$ cat config.mk
export PLATFORM = sky130hd
export DESIGN_NAME = hpt_cell
export DESIGN_NICKNAME = d
export VERILOG_FILES = /design/src/design/hpt_pkg.sv /design/src/design/hpt_cell.sv
export SDC_FILE = /design/constraint.sdc
export NUM_CORES = 1
export LEC_CHECK = 0
export ABC_AREA = 1
export BUFFER_PORTS_ARGS = -buffer_cell sky130_fd_sc_hd__buf_4
export CORE_UTILIZATION = 46
export DETAILED_ROUTE_END_ITERATION = 7
export HOLD_SLACK_MARGIN = 0.12
export PLACE_DENSITY_LB_ADDON = 0.15
export SYNTH_ARGS = -nofsm -noshare
export SYNTH_HDL_FRONTEND = slang
export SYNTH_SLANG_ARGS = --single-unit
$ cat constraint.sdc
create_clock -name clk_i -period 3.34 [get_ports clk_i]
set_input_delay 0.668 -clock clk_i [delete_from_list [all_inputs] [get_ports clk_i]]
set_output_delay 0.668 -clock clk_i [all_outputs]
set_load 0.01 [all_outputs]
$ cat src/design/hpt_pkg.sv
// heard peer table package: sizes, reset values and the token and write-back structs
// shared by the slot cells and the top level; no dependencies
package hpt_pkg;

  localparam int unsigned PeerSlotsDef = 24;
  localparam int unsigned PeerSlotsMax = 64;
  localparam int unsigned SlotIdxW     = $clog2(PeerSlotsMax);
  localparam int unsigned SlotCntW     = $clog2(PeerSlotsMax + 1);
  localparam int unsigned ActiveW      = 5;
  localparam logic [ActiveW-1:0] CountMax    = 5'd31;
  localparam logic [31:0]        MaxAgeReset = 32'd120000;

  // one sighting walking down the cell row
  typedef struct packed {
    logic                valid;
    logic                mode;
    logic [7:0]          group_id;
    logic [7:0]          node_addr;
    logic [31:0]         now_ms;
    logic                matched;
    logic                vic_set;
    logic                vic_used;
    logic [SlotIdxW-1:0] vic_idx;
    logic [31:0]         vic_last;
    logic                vic_act;
    logic [SlotCntW-1:0] count;
  } hpt_tok_t;

  // write-back broadcast to the cells
  typedef struct packed {
    logic                en;
    logic [SlotIdxW-1:0] idx;
    logic [7:0]          group_id;
    logic [7:0]          node_addr;
    logic [31:0]         now_ms;
  } hpt_wr_t;

endpackage

$ cat src/design/hpt_cell.sv
// one slot of the heard peer table: holds an entry, matches, tracks the victim
// and counts active entries for the passing token; depends on hpt_pkg
module hpt_cell (
  input  logic                          clk_i,
  input  logic                          rst_ni,
  input  logic [hpt_pkg::SlotIdxW-1:0]  slot_idx_i,
  input  logic [31:0]                   max_age_i,
  input  hpt_pkg::hpt_tok_t             tok_i,
  output hpt_pkg::hpt_tok_t             tok_o,
  input  hpt_pkg::hpt_wr_t              wr_i
);
  import hpt_pkg::*;

  logic        used_q;
  logic [7:0]  group_q;
  logic [7:0]  addr_q;
  logic [31:0] last_q;

  logic [31:0] age;
  logic [31:0] diff;
  logic        act;
  logic        hit;
  logic        older;
  logic        wr_here;
  hpt_tok_t    tok_d;
  hpt_tok_t    tok_q;

  assign age     = tok_i.now_ms - last_q;
  assign diff    = last_q - tok_i.vic_last;
  assign act     = used_q && (age <= max_age_i);
  assign hit     = used_q && (group_q == tok_i.group_id) && (addr_q == tok_i.node_addr);
  assign older   = diff[31];
  assign wr_here = wr_i.en && (wr_i.idx == slot_idx_i);

  always_comb begin
    tok_d       = tok_i;
    tok_d.count = tok_i.count + SlotCntW'(act);
    if (!tok_i.matched) begin
      tok_d.vic_set = 1'b1;
      if (hit) begin
        tok_d.matched = 1'b1;
        tok_d.vic_idx = slot_idx_i;
        tok_d.vic_act = act;
      end else if (!used_q || !tok_i.vic_set || (tok_i.vic_used && older)) begin
        tok_d.vic_idx  = slot_idx_i;
        tok_d.vic_used = used_q;
        tok_d.vic_last = last_q;
        tok_d.vic_act  = act;
      end
    end
  end

  always_ff @(posedge clk_i or negedge rst_ni) begin
    if (!rst_ni) begin
      tok_q <= '0;
    end else begin
      tok_q <= tok_d;
    end
  end

  assign tok_o = tok_q;

  always_ff @(posedge clk_i or negedge rst_ni) begin
    if (!rst_ni) begin
      used_q <= 1'b0;
    end else if (wr_here) begin
      used_q <= 1'b1;
    end
  end

  always_ff @(posedge clk_i) begin
    if (wr_here) begin
      group_q <= wr_i.group_id;
      addr_q  <= wr_i.node_addr;
      last_q  <= wr_i.now_ms;
    end
  end

endmodule

==> flow_summary.json, run 1 <==
{
  "status": "finished, violations left",
  "violations": "DRC, setup timing",
  "fin_ws_ps": -491,
  "fin_nets": 1662,
  "wl_met3_mm": 1.52,
  "die_area_mm2": 0.0191,
  "wl_mm": 24.4,
  "drt_iter0_drc": 357,
  "grt-ovfl-total": 0,
  "cp_top_family": "compound AO/OA/AOI/OAI gates",
  "p_leak_uw": 0.00682,
  "ant_nets": 0,
  "grt_usage_pct": 26.3,
  "synthCells": 920,
  "hold_viol": 0,
  "antenna_cells": 0,
  "powerDensity_mw_per_mm2": 395,
  "clock_latency_ps": 420,
  "hold_slack_ps": 270,
  "rsz0062_at_grt": "yes",
  "slew_headroom_pct": 51.4,
  "setup_viol": 8,
  "crit_arrival_ps": 4140,
  "syn_area_mm2": 0.00855,
  "fin_area_mm2": 0.0130,
  "place.port_buffers": 292,
  "wire_per_inst_um": 15.1,
  "start_util_pct": 47.3,
  "route.detailed.drc": 34,
  "cp_slowest_cell": "edfxtp_1",
  "synth_edf_count": 48,
  "routabilityCongestion": 0.882,
  "drt_first_pass_iters": 7,
  "critPathKind": "reg -> reg",
  "avgViaCountPerCell": 4.80,
  "grt_pass1_wl_mm": 38.9,
  "yosysWarnings": 0,
  "core_mm2": 0.0181,
  "rows": 49,
  "finalCritPeriodShare_pct": 115,
  "cts.path.max_buffers": 2,
  "yosysSeqAreaShare_pct": 46.1,
  "grt_max_degree": 64,
  "synth_area_per_cell_um2": 9.29,
  "syn_to_final_growth_pct": 52.2,
  "critPathBufInv": 3,
  "reg2regPathDepth": 24,
  "end_kind": "flop",
  "hold_path_class": "in -> async",
  "wl_met2_mm": 12.2,
  "finClkSkew_ps": 11.3,
  "dominantRegCellSynth": "dfrtp_1",
  "routed-via-count": 7741,
  "hpwlAfterDp_mm": 19.4,
  "critPathLaunchType": "flop",
  "fmax_ghz": 0.261,
  "cp_max_fo": 3,
  "slowest_delay_ps": 400,
  "crit_chain": "inv_2, ha_4, a21oi_1, nand2_2, a21oi_4, buf_4, inv_1, a21o_1, a21oi_1, xnor2_1, ha_1, a21oi_1, o21ai_0, nand2_1, nand3_1, a21oi_1, nand2_1, a21boi_4, ha_4, ha_4, nand3_4, nor2_1, nand2_1, xnor2_1",
  "r2r-end": "tok_o[6]",
  "yosysUniqueCellTypes": 43,
  "fillers": 1408,
  "irDropWorstVdd_uv": 336,
  "die_h_um": 138,
  "r2r-start": "last_q[2]",
  "clkTransAtPathRegs_ps": 70,
  "crit_top_cell": "a21oi_1",
  "dpl_cell_area_mm2": 0.0121,
  "dr.max_layer_used": "met4",
  "synth-seq-cells": 148,
  "first_global_vias": 8053,
  "htreeDepth": 4,
  "antenna_found_initial": 1,
  "synth_fp_nets": 1210,
  "layout-drive-gt1-share_pct": 41.8,
  "slew_viol_final": 0,
  "layout_min_cycle_time_ps": 3830,
  "met1Wirelength_mm": 10.2,
  "rrSetupSlack_ps": -490,
  "die_w_um": 138,
  "cts.sinks": 148,
  "tritoncts": "yes",
  "postLayoutCoreUtil_pct": 72.0,
  "maxCapViolCount": 0,
  "io_pins": 293,
  "worst_slew_pin_slew_ps": 729,
  "cts-root-buf": "clkbuf_16",
  "critPathRequiredTime_ps": 3650,
  "synthArstFlopShare_pct": 67.6,
  "cts_buffers": 17
}
[state kept, by name, indices dropped and copies added, names as in the netlist]
register	cells
group_q	8
tok_o	99
last_q	32
addr_q	8
used_q	1
[cells in the final DEF (no fill, tap or decap), drive strengths merged, types with 3 or more instances in the layout]
| cell type | synthesis | routed |
|---|---|---|
| ha | 95 | 95 |
| nand2 | 192 | 192 |
| o21bai | 4 | 4 |
| nand4 | 8 | 8 |
| or2 | 3 | 3 |
| dfrtp | 100 | 100 |
| nor4 | 3 | 3 |
| nand3 | 33 | 33 |
| edfxtp | 48 | 48 |
| buf | 6 | 439 |
| a21o | 9 | 9 |
| xnor2 | 19 | 19 |
| inv | 164 | 170 |
| nor2 | 52 | 52 |
| o21ai | 56 | 56 |
| a21oi | 72 | 72 |
| xor2 | 28 | 28 |
| nor3 | 9 | 9 |
| o22ai | 3 | 3 |
| clkbuf | 0 | 19 |
| clkinvlp | 0 | 4 |
[cells by family (layout without fill, tap and decap cells)]
family | Yosys count | after routing | synth area share (%)
flops | 148 | 148 | 46.1
fa+ha+maj | 96 | 96 | 14.1
xor+xnor | 47 | 47 | 4.81
buf+inv | 170 | 635 | 8.08
simple gates | 305 | 305 | 15.6
compound gates | 154 | 154 | 11.2
[report_power, final]
part	switching, µW	internal, µW
clock	791	1060
combinational	630	636
sequential	45.5	1980
total	1470	3670
[worst register-to-register path: stages (launching register included)]
cell	delay [ps]
edfxtp_1	400
inv_2	90
ha_4	200
a21oi_1	160
nand2_2	120
a21oi_4	170
buf_4	150
inv_1	50
a21o_1	200
a21oi_1	170
xnor2_1	190
ha_1	300
a21oi_1	130
o21ai_0	100
nand2_1	70
nand3_1	60
a21oi_1	140
nand2_1	110
a21boi_4	230
ha_4	180
ha_4	140
nand3_4	80
nor2_1	100
nand2_1	70
xnor2_1	120
[final cells by class]
type,instances,area [µm²],area share (%)
Clock buffer,19,443,3.40
Tap cell,229,287,2.20
Clock inverter,13,123,0.942
Sequential cell,148,3940,30.3
Inverter,164,628,4.83
Multi-Input combinational cell,602,4270,32.8
Timing Repair Buffer,439,3330,25.6
[worst max-delay path by stage]
stage	startpoint	to	cells after the start
floorplan	tok_i[49]	tok_o[6]	21
global placement	tok_i[63]	tok_o[6]	25
CTS	last_q[0]	tok_o[6]	21
global route	last_q[13]	tok_o[6]	22
detailed placement	tok_i[65]	tok_o[6]	23
finish	last_q[2]	tok_o[6]	24
[what timing repair did]
item / 4_1_cts / 5_1_grt
buffers inserted: 10 / 9
hold buffers: 0 / 0
pin swaps: 15 / 15
endpoints found under the setup margin: 8 / 8
resized for setup: 42 / 27
[synthesized netlist by cell type (4+ instances only)]
cell,count,area share [%]
nand2_1,180,7.9
nor2_1,52,2.3
edfxtp_1,48,17
o21ai_0,23,1.3
a21o_1,9,0.79
a21oi_1,71,4.2
nand4_1,8,0.59
nand3_1,30,1.8
buf_6,4,0.53
ha_1,95,14
xor2_1,28,2.9
o21ai_2,31,3.2
dfrtp_1,100,29
nor3_1,9,0.53
inv_1,164,7.2
nand2_2,10,0.73
xnor2_1,19,1.9
[metal layers]
layer	track usage, %	vias to the layer above
li1	-	3910
met1	31.6	3561
met2	46.1	239
met3	6.06	31
met4	9.34	0
met5	0	-
[through the flow]
stage	cells	setup slack [ps]	TNS, ps	power [µW]
3_3_place_gp	1571	-1060	-6720	3210
2_1_floorplan	920	-344	-1120	2620
5_1_grt	1614	-783	-4680	5380
3_5_place_dp	1571	-1060	-6850	3230
6_report	1614	-491	-2560	5140
4_1_cts	1612	-423	-2270	5160
Note: power is estimated with default switching activity, not from simulation.
==> run 2, diff against run 1 <==
--- a/config.mk
+++ b/config.mk
@@ -5,9 +5,9 @@
 export SDC_FILE = /design/constraint.sdc
 export NUM_CORES = 1
 export LEC_CHECK = 0
-export ABC_AREA = 1
+export ABC_AREA = 0
 export BUFFER_PORTS_ARGS = -buffer_cell sky130_fd_sc_hd__buf_4
-export CORE_UTILIZATION = 46
+export CORE_UTILIZATION = 47
 export DETAILED_ROUTE_END_ITERATION = 7
 export HOLD_SLACK_MARGIN = 0.12
 export PLACE_DENSITY_LB_ADDON = 0.15
==> flow_summary.json, run 2 <==
{
  "syn_to_final_growth_pct": 46.9,
  "cts-root-buf": "clkbuf_16",
  "route.detailed.drc": 0,
  "slew_headroom_pct": 46.2,
  "routabilityCongestion": 0.889,
  "yosysWarnings": 0,
  "maxCapViolCount": 0,
  "setup.worst_path.end": "tok_o[6]",
  "reg2regPathDepth": 23,
  "layout-drive-gt1-share_pct": 38.5,
  "die_w_um": 143,
  "avgViaCountPerCell": 5.43,
  "worst_slew_pin_slew_ps": 807,
  "grt_usage_pct": 28.9,
  "synth-compound-area-share_pct": 17.2,
  "rsz0062_at_grt": "yes",
  "final_cell_mix": "446 x buf_4, 107 x inv_1, 100 x dfrtp_1, 90 x ha_1, 83 x nand3_1",
  "setup_viol": 8,
  "p_clk_share_pct": 35.7,
  "p_switching_uw": 1610,
  "rrSetupSlack_ps": -1400,
  "clkTransAtPathRegs_ps": 70,
  "slew_viol_final": 0,
  "cts.sinks": 148,
  "htreeDepth": 4,
  "synth-xor-area-share_pct": 4.62,
  "core_mm2": 0.0194,
  "yosysSeqAreaShare_pct": 42.4,
  "synth-seq-cells": 148,
  "violations": "setup timing",
  "yosys.area_share.simple_pct": 15.1,
  "critPathLaunchType": "flop",
  "total_power_uw": 5430,
  "synthArstFlopShare_pct": 67.6,
  "grt-ovfl-total": 0,
  "die_h_um": 143,
  "die_area_mm2": 0.0203,
  "p_comb_share_pct": 26.8,
  "yosysMostFrequentCell": "inv_1",
  "internal-power_uw": 3830,
  "layout_min_cycle_time_ps": 4740,
  "synth.top_cells.by_count": "108 x inv_1, 100 x dfrtp_1, 95 x ha_1",
  "p_sw_share_pct": 29.6,
  "yosysUniqueCellTypes": 59,
  "setup-tns-final_ps": -9990,
  "finalCritPeriodShare_pct": 142,
  "drt_iter0_drc": 536,
  "fin_ws_ps": -1400,
  "start_util_pct": 47.9,
  "hold_path_class": "in -> async",
  "r2r-start": "last_q[1]",
  "synth_top_family_by_area": "compound AO/OA/AOI/OAI gates",
  "irDropWorstVdd_uv": 342,
  "routed-via-count": 8963,
  "clock_latency_ps": 430,
  "hpwlAfterDp_mm": 22.2,
  "first_global_vias": 8753,
  "yosysTopAreaCell": "dfrtp_1",
  "rows": 51,
  "fillers": 1543,
  "fin_nets": 1660,
  "startpoint": "last_q[1]",
  "ant_nets": 0,
  "syn_area_mm2": 0.00930,
  "largest_reg_flops": 99,
  "critPathKind": "reg -> reg",
  "synth_top_area_share_pct": 26.9,
  "grt_max_degree": 66,
  "dominantRegCellSynth": "dfrtp_1",
  "wire_per_inst_um": 17.6,
  "synthAdderAreaFrac_pct": 13.0,
  "synth_area_per_cell_um2": 9.84,
  "io_pins": 293,
  "power.share.sequential_pct": 37.5,
  "p_leak_uw": 0.00666,
  "yosys-top-cells-area": "dfrtp_1 27%, edfxtp_1 16%, ha_1 13%",
  "finClkSkew_ps": 14.9,
  "place.port_buffers": 292,
  "hold_viol": 0,
  "cp_max_fo": 3,
  "hold_slack_ps": 318,
  "critPathRequiredTime_ps": 3650,
  "crit_arrival_ps": 5050,
  "final_common_cell": "buf_4",
  "synth_fp_nets": 1235,
  "cts_buffers": 17,
  "antenna_found_initial": 1,
  "synthCells": 945,
  "fmax_ghz": 0.211,
  "r2r-end": "tok_o[6]",
  "pre_cts_slack_ps": -1980,
  "tritoncts": "yes",
  "powerDensity_mw_per_mm2": 398,
  "grt_pass1_wl_mm": 45.0,
  "cts.path.max_buffers": 2,
  "drt_first_pass_iters": 5,
  "status": "finished, violations left",
  "wl_mm": 29.1,
  "synth_edf_count": 48,
  "synth.area.mux_share_pct": 1.24,
  "end_kind": "flop"
}
run 2: power groups by stage:
stage | combinational (µW) | sequential, µW | clock [µW]
2_1_floorplan | 633 | 2120 | 0
3_3_place_gp | 1380 | 2070 | 0
3_5_place_dp | 1400 | 2070 | 0
4_1_cts | 1440 | 2040 | 1960
5_1_grt | 1600 | 2050 | 2030
6_report | 1460 | 2040 | 1940
run 2: routing by layer:
metal	routed length (µm)	track usage, %
met2	13800	47.9
met5	0	0
met4	681	10.8
met3	2470	6.87
met1	12100	36.7
run 2: critical path, cell delays in order (launching register included):
cell and delay (ps):
edfxtp_1 480, inv_2 100, ha_4 190, nor2b_4 120, o31a_1 260, o31a_1 330
a211oi_4 280, o21ai_2 130, a2111o_1 390, a2111o_1 370, o211ai_1 110, ha_1 290
nand3_2 100, nor2_2 50, nand2_1 80, or2_4 150, nor2_4 40, a2111oi_4 270
a41o_1 210, ha_4 170, ha_4 120, and3_4 180, nand3_2 70, xnor2_1 120
run 2: worst min-delay path by stage:
| stage | depth (start not counted) | endpoint | start | slack [ps] |
|---|---|---|---|---|
| final | 1 | tok_o[98] | rst_ni | 320 |
| after floorplan | 0 | tok_o[0] | rst_ni | 370 |
| after global routing | 1 | tok_o[98] | tok_i[98] | 340 |
| after CTS | 1 | tok_o[98] | tok_i[98] | 330 |
| after global placement | 2 | used_q | used_q | 710 |
| after detailed placement | 2 | used_q | used_q | 700 |
run 2: metrics by stage:
step	std cells	utilization, %	area [µm²]
2_1_floorplan	945	-	9380
3_3_place_gp	1609	66.4	12900
3_5_place_dp	1609	66.4	12900
4_1_cts	1647	70.1	13600
5_1_grt	1649	70.4	13700
6_report	1650	70.4	13700
run 2: cells by family (layout without fill, tap and decap cells):
logic type / after synthesis / in the layout
simple gates: 280 / 280
compound gates: 212 / 212
buf+inv: 152 / 590
flops: 148 / 148
fa+ha+maj: 96 / 96
xor+xnor: 49 / 49
mux: 8 / 8
other cells: 0 / 2
run 2: cell type report:
type / count / area, µm² / area share (%)
Sequential cell: 148 / 3940 / 28.9
Inverter: 109 / 409 / 3.00
Clock inverter: 14 / 153 / 1.12
Antenna cell: 2 / 5.00 / 0.0367
Clock buffer: 18 / 429 / 3.14
Tap cell: 265 / 332 / 2.43
Multi-Input combinational cell: 645 / 4980 / 36.4
Timing Repair Buffer: 449 / 3410 / 25.0
run 2: timing repair:
action	in CTS	in global routing
setup buffers	6	1
gates resized for setup	21	10
setup endpoints to repair	8	14
pin swaps	34	11
hold buffers	0	0
hold endpoints to repair	0	0
